**src/cfsh_pkg.sv**
```systemverilog
`timescale 1ns / 1ps
// ----------------------------------------------------------------------------
// cfsh_pkg : shared definitions for the case-folding string hash
// Widths, hash constants, sequencer codes and the character fold function.
// ----------------------------------------------------------------------------
package cfsh_pkg;

    localparam int CHAR_W   = 16;
    localparam int ACC_W    = 32;
    localparam int BKT_W    = 16;
    localparam int DIV_STEPS = ACC_W;
    localparam int STEP_W   = $clog2(DIV_STEPS + 1);

    localparam logic [ACC_W-1:0]  HASH_BASE  = ACC_W'(11);
    localparam logic [CHAR_W-1:0] FOLD_DELTA = CHAR_W'(8'h61 - 8'h41);
    localparam logic [CHAR_W-1:0] LOWER_A    = CHAR_W'(8'h61);
    localparam logic [CHAR_W-1:0] LOWER_Z    = CHAR_W'(8'h7a);

    localparam logic [1:0] ST_IDLE = 2'd0;
    localparam logic [1:0] ST_NEG  = 2'd1;
    localparam logic [1:0] ST_DIV  = 2'd2;

    typedef logic [ACC_W-1:0]  t_acc;
    typedef logic [BKT_W-1:0]  t_bucket;
    typedef logic [CHAR_W-1:0] t_char;

    // lower-case ASCII letters map to upper case, all else passes
    function automatic t_char fold_char(input t_char c);
        t_char r;
        r = c;
        if (c >= LOWER_A && c <= LOWER_Z) begin
            r = c - FOLD_DELTA;
        end
        return r;
    endfunction

endpackage

```
**src/case_folding_string_hash.sv**
```systemverilog
`timescale 1ns / 1ps
// ----------------------------------------------------------------------------
// case_folding_string_hash : base-11 string hash with case folding
// Hashes a stream of 16-bit characters and reduces the magnitude of the
// signed hash modulo a programmable table size into a bucket index.
// ----------------------------------------------------------------------------
// Usage:
//   Input stream (s_axis_*): one transfer per character. tdata holds the
//   character code, tuser flags that tdata carries a character, tlast ends
//   the string. A transfer with tuser low and tlast high ends a string with
//   no further character (empty string gives bucket 0). tuser and tlast
//   both low is an idle transfer and changes nothing.
//   Output stream (m_axis_*): one transfer per finished string, tdata holds
//   the bucket index.
//   Config channel (cfg_*): writes table_size; always ready. Write only
//   while no string is being reduced or waiting on the output.
// Timing:
//   Characters that do not end a string are taken one per cycle.
//   The final transfer starts the reduction: the magnitude step, then
//   the shared restoring compare/subtract unit, one quotient bit per cycle,
//   after which the bucket shows on m_axis; s_axis_tready stays low
//   until the result is loaded into the output register. A stalled
//   receiver holds the block after the last remainder step until the
//   output register frees up.
// Reset: synchronous, active low; clears the accumulator, sets table_size
//   to 1 and empties the output register.
// ----------------------------------------------------------------------------
module case_folding_string_hash (
    input  logic                    i_clk,
    input  logic                    i_rst_n,
    // input stream
    input  logic                    s_axis_tvalid,
    output logic                    s_axis_tready,
    input  cfsh_pkg::t_char         s_axis_tdata,   // [15:0] char_code
    input  logic                    s_axis_tuser,   // [0] char_valid
    input  logic                    s_axis_tlast,   // last_char
    // output stream
    output logic                    m_axis_tvalid,
    input  logic                    m_axis_tready,
    output cfsh_pkg::t_bucket       m_axis_tdata,   // [15:0] bucket
    // config write channel
    input  logic                    i_cfg_valid,
    output logic                    o_cfg_ready,
    input  cfsh_pkg::t_bucket       i_cfg_data      // table_size
);
    import cfsh_pkg::*;

    logic [1:0]        r_state, n_state;
    t_acc              r_acc, n_acc;
    t_acc              r_dvd, n_dvd;
    t_bucket           r_rem, n_rem;
    logic [STEP_W-1:0] r_steps, n_steps;
    t_bucket           r_tsize;
    logic              r_out_valid, n_out_valid;
    t_bucket           r_out_data, n_out_data;

    logic              in_xfer;
    logic              out_free;
    t_acc              acc_next_char;
    logic [BKT_W:0]    trial;
    logic [BKT_W:0]    trial_sub;

    assign s_axis_tready = (r_state == ST_IDLE);
    assign in_xfer       = s_axis_tvalid && s_axis_tready;
    assign out_free      = !r_out_valid || m_axis_tready;
    assign o_cfg_ready   = 1'b1;
    assign m_axis_tvalid = r_out_valid;
    assign m_axis_tdata  = r_out_data;

    // acc * 11 + folded character
    assign acc_next_char = (r_acc << 3) + (r_acc << 1) + r_acc
                         + ACC_W'(fold_char(s_axis_tdata));

    // shared remainder unit: shift in the next dividend bit, trial subtract
    assign trial     = {r_rem, r_dvd[ACC_W-1]};
    assign trial_sub = trial - {1'b0, r_tsize};

    always_comb begin
        n_state     = r_state;
        n_acc       = r_acc;
        n_dvd       = r_dvd;
        n_rem       = r_rem;
        n_steps     = r_steps;
        n_out_valid = r_out_valid;
        n_out_data  = r_out_data;

        if (r_out_valid && m_axis_tready) begin
            n_out_valid = 1'b0;
        end

        unique case (r_state)
            ST_IDLE: begin
                if (in_xfer) begin
                    if (s_axis_tuser) begin
                        n_acc = acc_next_char;
                    end
                    if (s_axis_tlast) begin
                        n_dvd   = s_axis_tuser ? acc_next_char : r_acc;
                        n_acc   = '0;
                        n_state = ST_NEG;
                    end
                end
            end
            ST_NEG: begin
                // magnitude as unsigned; -2^31 maps to 2^31
                if (r_dvd[ACC_W-1]) begin
                    n_dvd = ~r_dvd + ACC_W'(1);
                end
                n_rem   = '0;
                n_steps = STEP_W'(DIV_STEPS);
                n_state = ST_DIV;
            end
            ST_DIV: begin
                if (r_steps != '0) begin
                    n_rem   = (trial >= {1'b0, r_tsize}) ? trial_sub[BKT_W-1:0]
                                                         : trial[BKT_W-1:0];
                    n_dvd   = r_dvd << 1;
                    n_steps = r_steps - STEP_W'(1);
                end else if (out_free) begin
                    n_out_valid = 1'b1;
                    n_out_data  = (r_tsize == '0) ? '0 : r_rem;
                    n_state     = ST_IDLE;
                end
            end
            default: begin
                n_state = ST_IDLE;
            end
        endcase
    end

    always_ff @(posedge i_clk) begin
        if (!i_rst_n) begin
            r_state     <= ST_IDLE;
            r_acc       <= '0;
            r_steps     <= '0;
            r_tsize     <= BKT_W'(1);
            r_out_valid <= 1'b0;
        end else begin
            r_state     <= n_state;
            r_acc       <= n_acc;
            r_steps     <= n_steps;
            r_out_valid <= n_out_valid;
            if (i_cfg_valid && o_cfg_ready) begin
                r_tsize <= i_cfg_data;
            end
        end
    end

    // datapath, no reset needed
    always_ff @(posedge i_clk) begin
        r_dvd      <= n_dvd;
        r_rem      <= n_rem;
        r_out_data <= n_out_data;
    end

`ifndef NO_ASSERTIONS
    // a finished string clears the accumulator
    a_acc_clear: assert property (@(posedge i_clk) disable iff (!i_rst_n)
        (in_xfer && s_axis_tlast) |=> (r_acc == '0) && (r_state == ST_NEG))
        else $error("accumulator not cleared after string end");

    // magnitude step always hands over to the remainder unit with a full count
    a_neg_to_div: assert property (@(posedge i_clk) disable iff (!i_rst_n)
        (r_state == ST_NEG) |=> (r_state == ST_DIV) && (r_steps == STEP_W'(DIV_STEPS)))
        else $error("remainder unit not started correctly");

    // partial remainder stays below the divisor
    a_rem_range: assert property (@(posedge i_clk) disable iff (!i_rst_n)
        (r_state == ST_DIV && r_steps != STEP_W'(DIV_STEPS) && r_tsize != '0)
            |-> (r_rem < r_tsize))
        else $error("partial remainder out of range");

    // a new result is only loaded into a free output register
    a_no_overwrite: assert property (@(posedge i_clk) disable iff (!i_rst_n)
        (r_out_valid && !m_axis_tready) |=> r_out_valid && $stable(r_out_data))
        else $error("pending result overwritten");
`endif

endmodule
```
**config.mk**
```make
export PLATFORM = sky130hd
export DESIGN_NAME = case_folding_string_hash
export DESIGN_NICKNAME = d
export VERILOG_FILES = /design/src/cfsh_pkg.sv /design/src/case_folding_string_hash.sv
export SDC_FILE = /design/constraint.sdc
export NUM_CORES = 1
export LEC_CHECK = 0
export ABC_AREA = 1
export BUFFER_PORTS_ARGS = -buffer_cell sky130_fd_sc_hd__buf_2
export CORE_MARGIN = 8
export CORE_UTILIZATION = 45
export CTS_CLUSTER_SIZE = 8
export DETAILED_ROUTE_END_ITERATION = 8
export GPL_TIMING_DRIVEN = 0
export MAX_ROUTING_LAYER = met4
export PLACE_DENSITY = 0.64
export SLEW_MARGIN = 20
export SYNTH_ARGS = -nofsm -noshare
export SYNTH_HDL_FRONTEND = slang
export SYNTH_SLANG_ARGS = --single-unit
```
**constraint.sdc**
```tcl
create_clock -name i_clk -period 6.73 [get_ports i_clk]
set_clock_uncertainty 0.1 [all_clocks]
set_input_delay 0.673 -clock i_clk [delete_from_list [all_inputs] [get_ports i_clk]]
set_output_delay 0.673 -clock i_clk [all_outputs]
set_load 0.01 [all_outputs]
```
Yosys cells after proc, flatten, opt, wreduce, memory -nomap -nowiden
Cells that the tools add are included.
Word-level totals
  register bits: 121
  input port bits: 39
  output and inout bits: 19
  logic and storage cells: 67
Operators by class
  add/sub/neg operators: 7
  order comparisons: 3
  equal/unequal tests: 8
  multiplexer cells: 22
  bitwise operators: 2
  reduce and logical (&&, ||, !) cells: 16
Operators by type and width (count)
  two-way mux 32 bit: 6
  one-hot mux 32 bit (3 select lines): 1
  adder 32 bit: 2
  two-way mux 16 bit: 3
  adder 32 x 1 -> 32 bit, second input constant: 1
  adder 32 x 16 -> 32 bit: 1
  NOT 32 bit: 1
  one-hot mux 16 bit (2 select lines): 1
  >= comparator 17 x 16 -> 1 bit: 1
  >= comparator 16 x 7 -> 1 bit, second input constant: 1
  less-or-equal comparator 16 x 7 -> 1 bit, second input constant: 1
  zero test 16 bit: 1
  subtractor 16 bit: 1
  subtractor 16 x 6 -> 16 bit, second input constant: 1
  one-hot mux 6 bit (2 select lines): 1
  two-way mux 2 bit: 4
  != test 2 bit, second input constant: 4
  AND reduction 4 bit: 2
  two-way mux 6 bit: 1
  one-hot mux 2 bit (3 select lines): 1
  nonzero test 6 bit: 1
  subtractor 6 x 1 -> 6 bit, second input constant: 1
  AND reduction 5 bit: 1
  two-way mux 1 bit: 4
  other kinds (12): 16

Longest topological paths before layout
  depth in word-level cells: 8
  gate-level depth with buffers: 22
  depth with buffers taken out: 22

Worst setup path before layout
No wires, ideal clock.
  path type: register to register
  start point: register r_state[0]
  end point: register r_dvd[0] (enable)
  library setup time: 0.467 ns
  arrival time: 3.424 ns
  required time: 6.163 ns
  setup slack: 2.739 ns
  stages on the path, launching flop included: 8
  path buffers: 1
  clock period less this slack: 3.991 ns
  cells stage by stage: dfxtp_1 > inv_1 > ha_1 > clkbuf_1 > inv_1 > nor2_1 > nor3b_1 > a21boi_0
On the way
  word-level cells in the longest chain between the ends: 4
  elaborated cells between the ends (all ways): 10
  those cells by class: eq/ne (6); reduce/logical (4)
Ends and longest elaborated chain
  from (decl): line case_folding_string_hash.sv:48  | logic [1:0] r_state, n_state;
  from (signal assigned): line case_folding_string_hash.sv:139  | r_state <= n_state;
  zero test 2 bit: line case_folding_string_hash.sv:63, case_folding_string_hash.sv:91
  logical AND 1 bit: line case_folding_string_hash.sv:64  | assign in_xfer = s_axis_tvalid && s_axis_tready;
  != test 2 x 1 -> 1 bit (no source line)
  AND reduction 5 bit (no source line) (*)
  to (signal assigned): line case_folding_string_hash.sv:151  | r_dvd <= n_dvd;
  to (decl): line case_folding_string_hash.sv:50  | t_acc r_dvd, n_dvd;
Every way passes the cells marked *; elsewhere a longest branch is shown, timed or not.
A chain may end at the register's enable or synchronous reset.

Worst setup path after layout
  start point: input port s_axis_tdata[1]
  end point: register r_dvd[31] (data pin)
On the way
  word-level cells in the longest chain between the ends: 8
  elaborated cells between the ends (all ways): 10
  those cells by class: add/sub (2); order compare (2); mux (5); reduce/logical (1)
Ends and longest elaborated chain
  from (decl): line case_folding_string_hash.sv:34  | input cfsh_pkg::t_char s_axis_tdata,
  >= comparator 16 x 7 -> 1 bit / less-or-equal comparator 16 x 7 -> 1 bit (equally long branches): line cfsh_pkg.sv:31  | if (c >= LOWER_A && c <= LOWER_Z) begin
  logical AND 1 bit: line cfsh_pkg.sv:31
  two-way mux 16 bit (*): line cfsh_pkg.sv:31
  adder 32 x 16 -> 32 bit (*): line case_folding_string_hash.sv:72  | + ACC_W'(fold_char(s_axis_tdata));
  two-way mux 32 bit (*)
  two-way mux 32 bit (*): line case_folding_string_hash.sv:97  | if (s_axis_tlast) begin
  two-way mux 32 bit (*): line case_folding_string_hash.sv:93  | if (in_xfer) begin
  one-hot mux 32 bit (3 select lines) (*): line case_folding_string_hash.sv:91  | unique case (r_state)
  via n_dvd[31]: line case_folding_string_hash.sv:50
Mark *: on every way through the listed nets, which the timed path passes. The rest lies on a longest branch. The select of a mux whose other input is x is not followed.

==> metrics <==
number of max-cap violations 0; drt pass-1 iters 4; H-tree lvl count 4; full die area 28900 sq um; power share of the combinational group 52.4%; Worst VDD drop 194 uV; # fillers 2340; # rows 56; sequential share of the synthesized area 28.8%; proportion of synthesized area in mux cells 0%; Worst slew margin 25.6%; post-CTS setup buffers 0; number of diodes 0; status completed; CP max stage cell fa_1; I/O pins 58; DRT antenna net count 0; Synth Area in Simple Gates 29.6%; Worst Setup End Kind flop; Final Cycle Share 58.8%; Synth Area in Compound Gates 12.8%; Critical Path Max Stage Delay 0.44 ns; Worst EP arrival 3.98 ns; Placeable Area 23300 sq um; post-synthesis adder-cell area fraction 16.8%; CTS tree built; worst path cell trace buf_2, nor2_1, inv_1, o41ai_1, nor2_1, nand2_1, nand2_1, fa_1, ha_1, nand2_1, nor2_1, and2_1, nand2_1, nand2_1, nand2_1, nand3_1, nand3_1, nand3_1, o21ai_0; Cells after Synth 1525; Worst-Margin Slew 1.11 ns; Net Count, Synth 1680; post-synth top area share 18.0%; Remaining Overflow, GRT 0; clock network power share 18.7%; RSZ-0062 raised after global routing no; Max clock buf depth 2; starting density of the core 45.7%; synth warn 0; crit path from s_axis_tdata[1]; clk_lat worst skew 0.43 ns; Avg Synthesized Cell Area 6.99 sq um; Sink Count 121; Critical Path Start Type input pin; first-pass GRT wire length 49000 um; commonest non-fill, non-tap cell in the layout nand2_1; Die Ht 170 um; RR Startpoint r_acc[9]; I/O Buffers 54; via count 10000; XOR/XNOR share of the synthesized area 2.14%; reg2reg path depth 15; via-per-instance ratio 5.18; Die Width 170 um; area of the multi-input gates 6560 sq um; P_leak 5.66 nW; largest cells by area after synthesis edfxtp_1 18%, nand2_1 14%, dfxtp_1 11%, fa_1 8.5%, ha_1 8.3%; Reg clk slew, reported paths 0.06 ns; post-synthesis cell type count 47; Worst R2R End r_dvd[31]; routability cong. 0.964; fraction of layout cells with a size suffix above 1 8.06%; Core Util, Final 51.1%; post-synthesis register bit count 121; clk root buf clkbuf_16; post-DP HPWL 24900 um; Total GRT Usage 22.1%; pin count of the biggest net entering global routing 24; CTS Hold Buffers Added 0; CTS resizes 0; sw power 2.13 mW; vias in the first global route 10000; R2R setup slack 2.84 ns; DRC viols 0; Hold Vio Cnt, Final 0; sequential cell area 3060 sq um; largest family of logic cells by synthesized area simple AND/OR/NAND/NOR gates; Pint 2.46 mW; Flop pwr share 28.9%; initial antenna violation count 0; switch share 46.5%; Fin Setup TNS 0 ns; Max Clk Rate 253 MHz; DR iter-0 viols 603; pwr dens 385 nW/um^2; P&R area growth vs syn 11.9%; most frequent cells in the layout 411 x nand2_1, 221 x inv_1, 137 x a21oi_1; wire length per cell 15.6 um; Final nets 1755; min cycle time layout 3.95 ns; Setup crit end r_dvd[31]; cell taking the most area after synthesis edfxtp_1; endpoints failing setup 0; CP required 6.76 ns; cts bufs inserted 17; most used cell, CP nand2_1; hold crit path type flop to flop; Crit Path Max Fanout 5; critical path class input pin to flop; Synth Cell Area 10700 sq um; final WL 30100 um; final-report max-slew violation count 0
through the flow:
step | setup slack (ns) | power [mW] | instances | cell area, sq um | hold WS (ns)
4_1_cts | 2.68 | 4.60 | 1932 | 11900 | 0.370
6_report | 2.78 | 4.59 | 1932 | 11900 | 0.369
3_3_place_gp | 1.29 | 3.68 | 1898 | 11300 | 0.352
3_5_place_dp | 2.24 | 3.73 | 1900 | 11400 | 0.361
2_1_floorplan | 2.74 | 3.04 | 1525 | 10700 | 0.341
5_1_grt | 2.42 | 4.98 | 1932 | 11900 | 0.397
worst max-delay path: cells and delay by family:
family | cells | cell delay (ns)
and+or+nand+nor | 13 | 1.80
adders and majority gates | 2 | 0.81
AOI/OAI and AO/OA | 2 | 0.49
buffers and inverters | 2 | 0.17
per-layer routing:
layer | track usage (%) | vias up | wire length, um
met5 | - | - | 0
met4 | 8.89 | 0 | 998
met3 | 2.99 | 52 | 995
met2 | 39.4 | 227 | 15300
met1 | 24.6 | 4604 | 12800
li1 | - | 5131 | -
area by class of cell:
| cell class | count | share of cell area (%) |
|---|---|---|
| multi-input combinational | 1134 | 55.0 |
| sequential | 121 | 25.7 |
| inverter | 223 | 7.02 |
| clock buffer | 17 | 3.57 |
| tap | 319 | 3.35 |
| timing repair buffer | 56 | 2.56 |
| buffer | 47 | 1.73 |
| clock inverter | 15 | 1.05 |
kinds of logic after synthesis:
group / Yosys count
DFF: 121
AOI/OAI and AO/OA: 244
other: 1
and+or+nand+nor: 747
buffers and inverters: 270
xor gates and xnor gates: 26
adders and majority gates: 116
worst min-delay path by stage:
stage,start,slack (ns),cells after the start,endpoint
after floorplan,r_steps[1],0.34,2,r_steps[1]
after global placement,r_steps[0],0.35,2,r_steps[0]
after detailed placement,r_steps[1],0.36,2,r_steps[1]
after CTS,r_steps[1],0.37,2,r_steps[1]
after global routing,r_steps[1],0.40,2,r_steps[1]
final,r_steps[1],0.37,2,r_steps[1]
Yosys cell counts (all sizes together):
master / n
clkinv: 1
nor3b: 2
buf: 9
a21o: 1
inv: 222
edfxtp: 64
nor4: 6
ha: 71
a211oi: 1
nand2: 411
o41ai: 1
a21oi: 147
nand4: 28
and2: 1
o211ai: 6
xnor2: 14
fa: 45
nand2b: 1
o21ai: 59
clkbuf: 38
a21boi: 3
conb: 1
a2bb2oi: 1
nand3b: 6
nor3: 10
o21bai: 8
o2111ai: 1
or2: 21
nor2: 134
a31oi: 1
a22oi: 12
xor2: 12
nand3: 127
o21a: 1
dfxtp: 57
o22ai: 2
sequential cells by signal, indices dropped and copies added (netlist names):
register,cells
r_dvd,32
r_steps,6
r_rem,16
r_state,2
m_axis_tdata,16
m_axis_tvalid,1
r_acc,32
r_tsize,16
power by group through the flow:
stage,sequential [mW],clock (mW),combinational [mW]
after floorplan,1.29,0,1.76
final,1.33,0.858,2.40
after global placement,1.35,0,2.33
after CTS,1.33,0.870,2.41
after detailed placement,1.34,0,2.39
after global routing,1.36,0.901,2.72
Power figures use the tool's default switching activity.
